## config.mk

```make
export PLATFORM = sky130hd
export DESIGN_NAME = gene_hint_pair_compatibility
export DESIGN_NICKNAME = d
export VERILOG_FILES = /design/src/rtl/ghpc_pkg.sv /design/src/rtl/ghpc_cmp.sv /design/src/rtl/ghpc_rule.sv /design/src/rtl/gene_hint_pair_compatibility.sv
export SDC_FILE = /design/constraint.sdc
export NUM_CORES = 1
export LEC_CHECK = 0
export ABC_AREA = 1
export ABC_CLOCK_PERIOD_IN_PS = 8900
export BUFFER_PORTS_ARGS = -buffer_cell sky130_fd_sc_hd__buf_2
export CORE_UTILIZATION = 50
export DETAILED_ROUTE_END_ITERATION = 12
export GPL_TIMING_DRIVEN = 1
export PLACE_DENSITY = 0.8
export SLEW_MARGIN = 20
export SYNTH_ARGS = -nofsm -noshare
export SYNTH_HDL_FRONTEND = slang
export SYNTH_HIERARCHICAL = 1
export SYNTH_SLANG_ARGS = --single-unit
```

## constraint.sdc

```tcl
create_clock -name clk -period 8.9 [get_ports clk]
set_input_delay 0.89 -clock clk [delete_from_list [all_inputs] [get_ports clk]]
set_output_delay 0.89 -clock clk [all_outputs]
set_load 0.05 [all_outputs]
```

## src/rtl/ghpc_pkg.sv

```systemverilog
// Shared types and constants for the hint pair compatibility block.
`default_nettype none
package ghpc_pkg;
	localparam logic [4:0] K_START      = 5'd0;
	localparam logic [4:0] K_STOP       = 5'd1;
	localparam logic [4:0] K_ASS        = 5'd2;
	localparam logic [4:0] K_DSS        = 5'd3;
	localparam logic [4:0] K_TSS        = 5'd4;
	localparam logic [4:0] K_TTS        = 5'd5;
	localparam logic [4:0] K_EXONPART   = 5'd6;
	localparam logic [4:0] K_EXON       = 5'd7;
	localparam logic [4:0] K_INTRONPART = 5'd8;
	localparam logic [4:0] K_INTRON     = 5'd9;
	localparam logic [4:0] K_IRPART     = 5'd10;
	localparam logic [4:0] K_CDS        = 5'd11;
	localparam logic [4:0] K_CDSPART    = 5'd12;
	localparam logic [4:0] K_UTR        = 5'd13;
	localparam logic [4:0] K_UTRPART    = 5'd14;
	localparam logic [4:0] K_NONEXONPART = 5'd15;
	localparam logic [4:0] K_GENICPART  = 5'd16;
	localparam logic [1:0] S_PLUS  = 2'd0;
	localparam logic [1:0] S_MINUS = 2'd1;
	localparam logic [2:0] REG_TSS_CLOSE = 3'd0;
	localparam logic [2:0] REG_TTS_CLOSE = 3'd1;
	localparam logic [2:0] REG_MARGIN    = 3'd2;
	localparam logic [15:0] TSS_CLOSE_RST = 16'd0;
	localparam logic [15:0] TTS_CLOSE_RST = 16'd1000;
	localparam logic [15:0] MARGIN_RST    = 16'd50;
	localparam logic signed [33:0] CDS_MIN_OVERLAP = 34'sd2;

	typedef struct packed {
		logic [4:0] kind;
		logic signed [31:0] lo;
		logic signed [31:0] hi;
		logic [1:0] strand;
	} hint_t;

	// Compare results produced in stage 1, consumed in stage 2.
	typedef struct packed {
		logic [4:0]  ka, kb, k1, k2;
		logic [1:0]  sa, sb;
		logic        apart;      // intervals do not overlap
		logic        tss_close;
		logic        tts_close;
		logic        a_lo_lt_b_lo, a_lo_gt_b_lo, a_hi_lt_b_hi, a_hi_gt_b_hi;
		logic        f1_hi_lt_f2_lo2;   // f1.hi < f2.lo + 2
		logic        f1_lo_gt_f2_hi2;   // f1.lo > f2.hi - 2
		logic        f1_lo_gt_f2_lom;   // f1.lo > f2.lo + m
		logic        f1_hi_lt_f2_him;   // f1.hi < f2.hi - m
		logic        f1_lo_le_f2_hi;
	} cmp_t;

	typedef struct packed {
		logic compatible;
		logic a_weaker;
		logic strictly_weaker;
	} res_t;
endpackage
`default_nettype wire

```

## src/rtl/ghpc_cmp.sv

```systemverilog
// Stage 1: coordinate sums and magnitude compares.
`default_nettype none
module ghpc_cmp import ghpc_pkg::*; (
	input  wire logic        clk,
	input  wire logic        en,
	input  wire hint_t       a,
	input  wire hint_t       b,
	input  wire logic [15:0] tss_close,
	input  wire logic [15:0] tts_close,
	input  wire logic [15:0] margin,
	output cmp_t             cmp_s1
);
	logic swap;
	hint_t f1, f2;
	logic signed [33:0] d, ad, m;
	cmp_t c;

	always_comb begin
		swap = a.kind > b.kind;
		f1 = swap ? b : a;
		f2 = swap ? a : b;
		m  = $signed({18'd0, margin});
		d  = (34'(a.hi) + 34'(a.lo)) - (34'(b.hi) + 34'(b.lo));
		ad = d[33] ? -d : d;
		c.ka = a.kind;  c.kb = b.kind;
		c.k1 = f1.kind; c.k2 = f2.kind;
		c.sa = a.strand; c.sb = b.strand;
		c.apart = (a.lo > b.hi) || (a.hi < b.lo);
		c.tss_close = ad[33:1] <= 33'(tss_close);
		c.tts_close = ad[33:1] <= 33'(tts_close);
		c.a_lo_lt_b_lo = a.lo < b.lo;
		c.a_lo_gt_b_lo = a.lo > b.lo;
		c.a_hi_lt_b_hi = a.hi < b.hi;
		c.a_hi_gt_b_hi = a.hi > b.hi;
		c.f1_hi_lt_f2_lo2 = 34'(f1.hi) < 34'(f2.lo) + CDS_MIN_OVERLAP;
		c.f1_lo_gt_f2_hi2 = 34'(f1.lo) > 34'(f2.hi) - CDS_MIN_OVERLAP;
		c.f1_lo_gt_f2_lom = 34'(f1.lo) > 34'(f2.lo) + m;
		c.f1_hi_lt_f2_him = 34'(f1.hi) < 34'(f2.hi) - m;
		c.f1_lo_le_f2_hi  = f1.lo <= f2.hi;
	end

	always_ff @(posedge clk) begin
		if (en) cmp_s1 <= c;
	end
endmodule
`default_nettype wire

```

## src/rtl/ghpc_rule.sv

```systemverilog
// Stage 2: kind and strand rule tables.
`default_nettype none
module ghpc_rule import ghpc_pkg::*; (
	input  wire logic clk,
	input  wire logic en,
	input  wire cmp_t c,
	output res_t      res_s2
);
	logic swap, lo_lt, lo_gt, hi_lt, hi_gt, f_lo_gt, f_lo_lt, f_hi_lt, f_hi_gt;
	logic f_in, a_in, same_iv, comp, w, st, opp;
	logic [4:0] k1, k2, ka, kb;
	logic [1:0] s;

	always_comb begin
		ka = c.ka; kb = c.kb; k1 = c.k1; k2 = c.k2; s = c.sa;
		swap = ka > kb;
		lo_lt = c.a_lo_lt_b_lo; lo_gt = c.a_lo_gt_b_lo;
		hi_lt = c.a_hi_lt_b_hi; hi_gt = c.a_hi_gt_b_hi;
		// f1 relative to f2
		f_lo_gt = swap ? lo_lt : lo_gt;
		f_lo_lt = swap ? lo_gt : lo_lt;
		f_hi_lt = swap ? hi_gt : hi_lt;
		f_hi_gt = swap ? hi_lt : hi_gt;
		f_in = !f_lo_lt && !f_hi_gt;
		a_in = !lo_lt && !hi_gt;
		same_iv = !lo_lt && !lo_gt && !hi_lt && !hi_gt;
		opp = (c.sa == S_MINUS && c.sb == S_PLUS) || (c.sa == S_PLUS && c.sb == S_MINUS);
		comp = 1'b0;
		if (c.apart) begin
			comp = !((ka == K_TSS && kb == K_TSS && c.sa == c.sb && c.tss_close) ||
				(ka == K_TTS && kb == K_TTS && c.sa == c.sb && c.tts_close));
		end else if (opp) begin
			comp = ((ka <= K_TTS) && (kb <= K_TTS)) ||
				((ka <= K_TTS) && (lo_lt || hi_gt)) ||
				((kb <= K_TTS) && (lo_gt || hi_lt));
		end else if (ka == kb) begin
			comp = same_iv || !(ka == K_EXON || ka == K_INTRON || ka == K_CDS ||
				ka == K_UTR);
		end else if (k1 == K_START || k1 == K_STOP) begin
			comp = 1'b1;
			if ((k2 == K_INTRONPART || k2 == K_INTRON || k2 == K_IRPART ||
				k2 == K_NONEXONPART || k2 == K_UTR || k2 == K_UTRPART) && f_in)
				comp = 1'b0;
			if (k2 == K_CDSPART || k2 == K_CDS) begin
				if (f_lo_gt && f_hi_lt) comp = 1'b0;
				if (s == S_PLUS && ((k1 == K_START && f_lo_gt) || (k1 == K_STOP && f_hi_lt)))
					comp = 1'b0;
				if (s == S_MINUS && ((k1 == K_START && f_hi_lt) || (k1 == K_STOP && f_lo_gt)))
					comp = 1'b0;
				if (k2 == K_CDS && (c.f1_hi_lt_f2_lo2 || c.f1_lo_gt_f2_hi2)) comp = 1'b0;
			end
		end else if (k1 == K_ASS || k1 == K_DSS) begin
			comp = 1'b1;
			if ((k2 == K_IRPART || k2 == K_UTR || k2 == K_UTRPART || k2 == K_EXONPART ||
				k2 == K_EXON || k2 == K_CDS || k2 == K_CDSPART) && f_in)
				comp = 1'b0;
			if (k2 == K_INTRON || k2 == K_INTRONPART) begin
				if (f_lo_gt && f_hi_lt) comp = 1'b0;
				if (s == S_PLUS && ((k1 == K_DSS && f_lo_gt) || (k1 == K_ASS && f_hi_lt)))
					comp = 1'b0;
				if (s == S_MINUS && ((k1 == K_DSS && f_hi_lt) || (k1 == K_ASS && f_lo_gt)))
					comp = 1'b0;
			end
		end else if (k1 == K_TSS || k1 == K_TTS) begin
			comp = 1'b1;
			if ((k2 == K_IRPART || k2 == K_INTRON || k2 == K_INTRONPART ||
				k2 == K_NONEXONPART || k2 == K_CDS || k2 == K_CDSPART) && f_in)
				comp = 1'b0;
			if (k2 == K_UTR || k2 == K_UTRPART || k2 == K_EXON || k2 == K_EXONPART) begin
				if (c.f1_lo_gt_f2_lom && c.f1_hi_lt_f2_him) comp = 1'b0;
				if (s == S_PLUS && ((k1 == K_TSS && c.f1_lo_gt_f2_lom) ||
					(k1 == K_TTS && c.f1_hi_lt_f2_him)))
					comp = 1'b0;
				if (s == S_MINUS && ((k1 == K_TSS && c.f1_hi_lt_f2_him) ||
					(k1 == K_TTS && c.f1_lo_gt_f2_lom)))
					comp = 1'b0;
			end
		end else if (k1 == K_EXONPART) begin
			comp = !(k2 == K_INTRONPART || k2 == K_INTRON || k2 == K_IRPART ||
				k2 == K_NONEXONPART || (k2 == K_EXON && (f_lo_lt || f_hi_gt)) ||
				(k2 == K_UTR && f_lo_lt && f_hi_gt));
		end else if (k1 == K_EXON) begin
			comp = !(k2 == K_INTRONPART || k2 == K_INTRON || k2 == K_IRPART ||
				k2 == K_NONEXONPART ||
				(k2 == K_CDS && !(!f_lo_gt && !f_hi_lt)) ||
				(k2 == K_CDSPART && (f_lo_gt || f_hi_lt)) ||
				(k2 == K_UTR && !((!f_lo_gt && !f_lo_lt && !f_hi_lt) ||
					(!f_hi_gt && !f_hi_lt && c.f1_lo_le_f2_hi))) ||
				(k2 == K_UTRPART && (f_lo_gt || f_hi_lt)));
		end else if (k1 == K_INTRONPART || k1 == K_INTRON) begin
			comp = !((k1 == K_INTRONPART && k2 == K_INTRON && (f_lo_lt || f_hi_gt)) ||
				k2 == K_IRPART || k2 == K_CDS || k2 == K_CDSPART ||
				k2 == K_UTR || k2 == K_UTRPART);
		end else if (k1 == K_IRPART) begin
			comp = k2 == K_NONEXONPART;
		end else if (k1 == K_CDS) begin
			comp = k2 == K_CDSPART && !f_lo_gt && !f_hi_lt;
		end else if (k1 == K_UTR) begin
			comp = k2 == K_UTRPART && !f_lo_gt && !f_hi_lt;
		end

		// weaker: a against b
		st = !same_iv;
		if (c.apart) begin
			w = 1'b0;
		end else if (ka == kb && same_iv) begin
			w = 1'b1;
		end else if (ka == kb && ka <= K_TTS && !lo_gt && !hi_lt) begin
			w = 1'b1;
		end else if (!a_in) begin
			w = 1'b0;
		end else begin
			w = (ka == K_EXONPART && (kb == K_EXON || kb == K_EXONPART)) ||
				(ka == K_INTRONPART && (kb == K_INTRON || kb == K_INTRONPART)) ||
				(ka == K_IRPART && kb == K_IRPART) ||
				(ka == K_CDSPART && (kb == K_CDS || kb == K_CDSPART)) ||
				(ka == K_UTRPART && (kb == K_UTR || kb == K_UTRPART)) ||
				(ka == K_NONEXONPART && kb == K_NONEXONPART) ||
				(ka == K_GENICPART && kb != K_IRPART);
		end
	end

	always_ff @(posedge clk) begin
		if (en) begin
			res_s2.compatible <= comp;
			res_s2.a_weaker <= w;
			res_s2.strictly_weaker <= w && st && !(ka == kb && same_iv);
		end
	end
endmodule
`default_nettype wire

```

## src/rtl/gene_hint_pair_compatibility.sv

```systemverilog
// Top level of the hint pair compatibility block.
// Takes one pair of hints per transfer on s_axis and returns one three-bit
// verdict per pair on m_axis, in order. Throughput is one pair per clock while
// m_axis is not stalled. The stages are an input register, a compare stage that
// forms the 34-bit coordinate sums and margin compares, and a rule stage that
// applies the kind and strand tables. The last stage is the output register. All
// stages advance together when the output is free or empty, so a stall on m_axis
// holds every stage without loss; s_axis_tready is the advance enable.
// Registers: 0 tss close distance, 1 tts close distance, 2 transcript margin;
// write them only while no pair is in flight.
`default_nettype none
module gene_hint_pair_compatibility import ghpc_pkg::*; (
	input  wire logic         clk,
	input  wire logic         arst_n,
	input  wire logic         cfg_we,
	input  wire logic [1:0]   cfg_index,
	input  wire logic [15:0]  cfg_data,
	input  wire logic         s_axis_tvalid,
	output logic              s_axis_tready,
	// type_a[4:0], begin_a[36:5], finish_a[68:37], strand_a[70:69], type_b[75:71],
	// begin_b[107:76], finish_b[139:108], strand_b[141:140], zero pad to 144
	input  wire logic [143:0] s_axis_tdata,
	output logic              m_axis_tvalid,
	input  wire logic         m_axis_tready,
	// compatible[0], a_weaker[1], strictly_weaker[2], zero pad to 8
	output logic [7:0]        m_axis_tdata
);
	logic [15:0] tss_q, tts_q, margin_q;
	logic v_s0, v_s1, v_s2, adv;
	hint_t a_s0, b_s0;
	cmp_t cmp_s1;
	res_t res_s2;

	// Advance all stages when the output stage is empty or being taken.
	assign adv = !v_s2 || m_axis_tready;
	assign s_axis_tready = adv;

	always_ff @(posedge clk or negedge arst_n) begin
		if (!arst_n) begin
			tss_q <= TSS_CLOSE_RST;
			tts_q <= TTS_CLOSE_RST;
			margin_q <= MARGIN_RST;
		end else if (cfg_we) begin
			if (3'(cfg_index) == REG_TSS_CLOSE) tss_q <= cfg_data;
			if (3'(cfg_index) == REG_TTS_CLOSE) tts_q <= cfg_data;
			if (3'(cfg_index) == REG_MARGIN) margin_q <= cfg_data;
		end
	end

	always_ff @(posedge clk or negedge arst_n) begin
		if (!arst_n) begin
			v_s0 <= 1'b0; v_s1 <= 1'b0; v_s2 <= 1'b0;
		end else if (adv) begin
			v_s0 <= s_axis_tvalid; v_s1 <= v_s0; v_s2 <= v_s1;
		end
	end

	// Capture the pair.
	always_ff @(posedge clk) begin
		if (adv) begin
			a_s0 <= {s_axis_tdata[4:0], s_axis_tdata[36:5], s_axis_tdata[68:37],
				s_axis_tdata[70:69]};
			b_s0 <= {s_axis_tdata[75:71], s_axis_tdata[107:76], s_axis_tdata[139:108],
				s_axis_tdata[141:140]};
		end
	end

	ghpc_cmp u_cmp (.clk(clk), .en(adv), .a(a_s0), .b(b_s0), .tss_close(tss_q),
		.tts_close(tts_q), .margin(margin_q), .cmp_s1(cmp_s1));

	ghpc_rule u_rule (.clk(clk), .en(adv), .c(cmp_s1), .res_s2(res_s2));

	assign m_axis_tvalid = v_s2;
	assign m_axis_tdata = {5'd0, res_s2.strictly_weaker, res_s2.a_weaker, res_s2.compatible};
endmodule
`default_nettype wire

```

==> implementation parameters <==
Parameter                              Value

Critical path
  Maximum cell stage delay along the critical path    690 ps
  Element type at the critical path start    flip-flop
  Most used cell along the critical path    nand2_1
  Worst EP required    9320 ps
  Critical setup path kind    reg2reg
  CP Data Arrival Time    7300 ps
  Type of destination of the critical path    flip-flop
  Largest driver fanout on the critical path    163
  Cell type of the slowest stage on the worst timing path    o21ai_1

Job
  Max-cap violations    0

Timing
  Max-slew headroom at the worst pin    36.1%
  Part of the cycle the worst path needs    77.4%
  Final Hold Vio Count    0
  Setup repair after global routing missed its margin    no
  Number of endpoints failing setup at the final stage    0
  Minimum clock period after layout    6880 ps
  Timing-limited maximum frequency    0.145 GHz
  Worst clock skew    10.7 ps
  Count of final max-slew check failures    0
  Setup TNS    0 ps
  Transition time of the tightest slew-check pin    959 ps
  Final hold slack    412 ps

Placed design
  Port Buf Inserts    169
  Dpl cell area    28300 um^2
  Global placement routability congestion    1.01
  Placed cell count    4423
  HPWL after DPL    67000 um

Clocking
  TritonCTS clock tree    yes
  Clock Path Buffers    3
  # H-tree levels    1
  TritonCTS Buffers    27
  Worst-skew pair later-pin latency    590 ps
  Clock slew at reported path FFs    60 ps
  Number of hold buffers added after cts    0
  Count of instances resized after the clock tree is built    0
  Buffers inserted during post-CTS setup optimization    0
  Root Driver    clkbuf_16
  CTS sink cnt    232

Floorplan
  Die span in x    234 um
  Area of the die    54800 um^2
  Core Footprint    52900 um^2
  Vertical extent of the die    234 um
  Top-level port count    177
  Initial Util    51.0%
  Cell row count    84

Logic synthesis
  Cell types with the largest area share after synthesis    edfxtp_1 (20%), ha_1 (19%), nand2_1 (13%)
  EDFF count, synth    181
  Post-synthesis instance area    27000 um^2
  Post-synth top area cell    edfxtp_1
  Synth Instances    3610
  Share of synthesized flip-flops with an asynchronous set or reset    22.0%
  Post-synthesis average cell area    7.47 um^2
  Proportion of netlist area held by the largest area contributor    20.2%
  Prevailing post-synth register cell    edfxtp_1
  Flops & latches, synth    232
  Portion of the post-synthesis area used by sequential elements    24.9%
  Ys Warns    6
  Number of different library cells in the post-synthesis netlist    64

Drt
  Drt pass-1 iters    10
  Count of vias placed by the detailed router    24.8k
  Final wirelength    79500 um
  Post-route antenna net violation count    0
  Via density    5.54
  DRC violation count after routing    12
  Initial DRC Count    2026
  Wire per inst    17.8 um

GRT
  Maximum number of pins on one net before global-route repair    164
  Antenna violations before repair    0
  Global-route wire length before repair    122000 um
  Via count of the first global-routing pass    23.4k
  Global router's overall resource usage    29.1%
  Remaining global-route overflow    0

Cells and area
  Number of inserted filler cells in the final layout    4986
  Layout Area Growth over Synthesis    8.48%
  Number of cells in the finished layout apart from fillers    4472
  Total number of nets in the final design    4397
  Share of cells above drive strength 1    9.38%
  Finished Cell Area    29200 um^2

Hold path
  Kind of path behind the tightest hold check    in2async

Outcome
  Outcome    complete, but fails checks
  Failing checks    DRC
[per-layer routing]
layer	share of wire (%)	track usage, %	wire [um]	vias up
met5	0	0	0	-
li1	-	-	-	12246
met4	4.2	11.4	3320	0
met1	43	38.3	34300	11509
met2	46	48.4	36500	845
met3	6.7	3.64	5360	156
[kinds of logic (layout without fill, tap and decap cells)]
family / Yosys count / after routing / share of synthesized area (%)
other: 1 / 6 / 0.0139
adder cells (fa/ha/maj): 466 / 466 / 23.5
AO/OA/AOI/OAI: 509 / 509 / 10.9
AND/OR/NAND/NOR: 1596 / 1596 / 26.0
buffers and inverters: 667 / 836 / 10.1
flip-flops: 232 / 232 / 24.9
XOR/XNOR: 139 / 139 / 4.52
[cells in the final DEF (no fill, tap or decap), types with 86 or more instances in the layout]
master      n
nor2_1    242
a21oi_1   197
nand4_1    86
nand3_1   200
nand2_1   922
edfxtp_1  181
inv_1     592
xor2_1    114
buf_2     169
o21ai_0   142
ha_1      399
[state kept, by name (all words and copies together) (netlist names)]
signal and cells:
margin_q 16, tts_q 16, v_s0 1, b_s0 71, tss_q 16, a_s0 71, m_axis_tvalid 1, v_s1 1
u_cmp/cmp_s1 36, u_rule/res_s2 3
[synth_stat cells, types with 5 or more instances]
library cell	number
nand2_1	923
inv_1	592
ha_1	399
nor2_1	242
nand3_1	200
a21oi_1	197
edfxtp_1	181
o21ai_0	142
xor2_1	114
nand4_1	86
fa_1	67
dfrtp_1	42
o21ai_1	39
nor3_1	38
xnor2_1	25
nor2_2	23
o21ai_2	23
inv_2	18
a211oi_1	17
buf_6	17
o211ai_1	17
nand2_2	15
buf_2	14
buf_4	13
a31oi_1	11
clkbuf_1	10
nor4_1	10
dfstp_2	9
nand3b_1	9
nor2_4	9
o21a_1	9
o22ai_1	8
nor3_2	7
and3_1	6
nand3_2	6
o2111ai_1	6
a21boi_0	5
a21o_1	5
o31ai_1	5
[area by class of cell]
cell class                 instances  area, um^2  area share, %
timing repair buffer             177         906           3.10
sequential                       232        6720           23.0
multi-input combinational       2715       17500           60.0
inverter                         611        2300           7.85
tap                              688         861           2.94
antenna                            1        2.50        0.00856
clock inverter                    19         230          0.787
clock buffer                      29         683           2.34
[path summary, 6_finish.rpt]
check	start	endpoint	slack, ps	depth (start not counted)
min in group clk	a_s0[1]$_DFFE_PP_	u_cmp/cmp_s1[15]$_DFFE_PP_	430	0
min reg2reg	a_s0[1]$_DFFE_PP_	u_cmp/cmp_s1[15]$_DFFE_PP_	430	0
max	a_s0[70]$_DFFE_PP_	u_cmp/cmp_s1[1]$_DFFE_PP_	2020	30
max in group asynchronous	arst_n	margin_q[11]$_DFFE_PN0P_	8020	2
max reg2reg	a_s0[70]$_DFFE_PP_	u_cmp/cmp_s1[1]$_DFFE_PP_	2020	30
min	arst_n	margin_q[13]$_DFFE_PN0P_	410	2
[per-stage QoR]
| step | worst slack (ps) | utilization (%) |
|---|---|---|
| after global routing | 1570 | 55.3 |
| after CTS | 2150 | 55.3 |
| final | 2020 | 55.3 |
| after floorplan | 2890 | - |
| after detailed placement | 2220 | 53.6 |
| after global placement | 2360 | 53.6 |
[worst max-delay path, delay by kind of cell (launching register included)]
kind / cells / cell delay [ps]
AO/OA/AOI/OAI: 3 / 1410
adder cells (fa/ha/maj): 3 / 1140
XOR/XNOR: 2 / 280
flip-flops: 1 / 470
buffers and inverters: 1 / 200
AND/OR/NAND/NOR: 21 / 3160
Power is left out: the tool's default activity adds up to more than one toggle a clock period on the data nets, which glitch-free logic cannot reach.
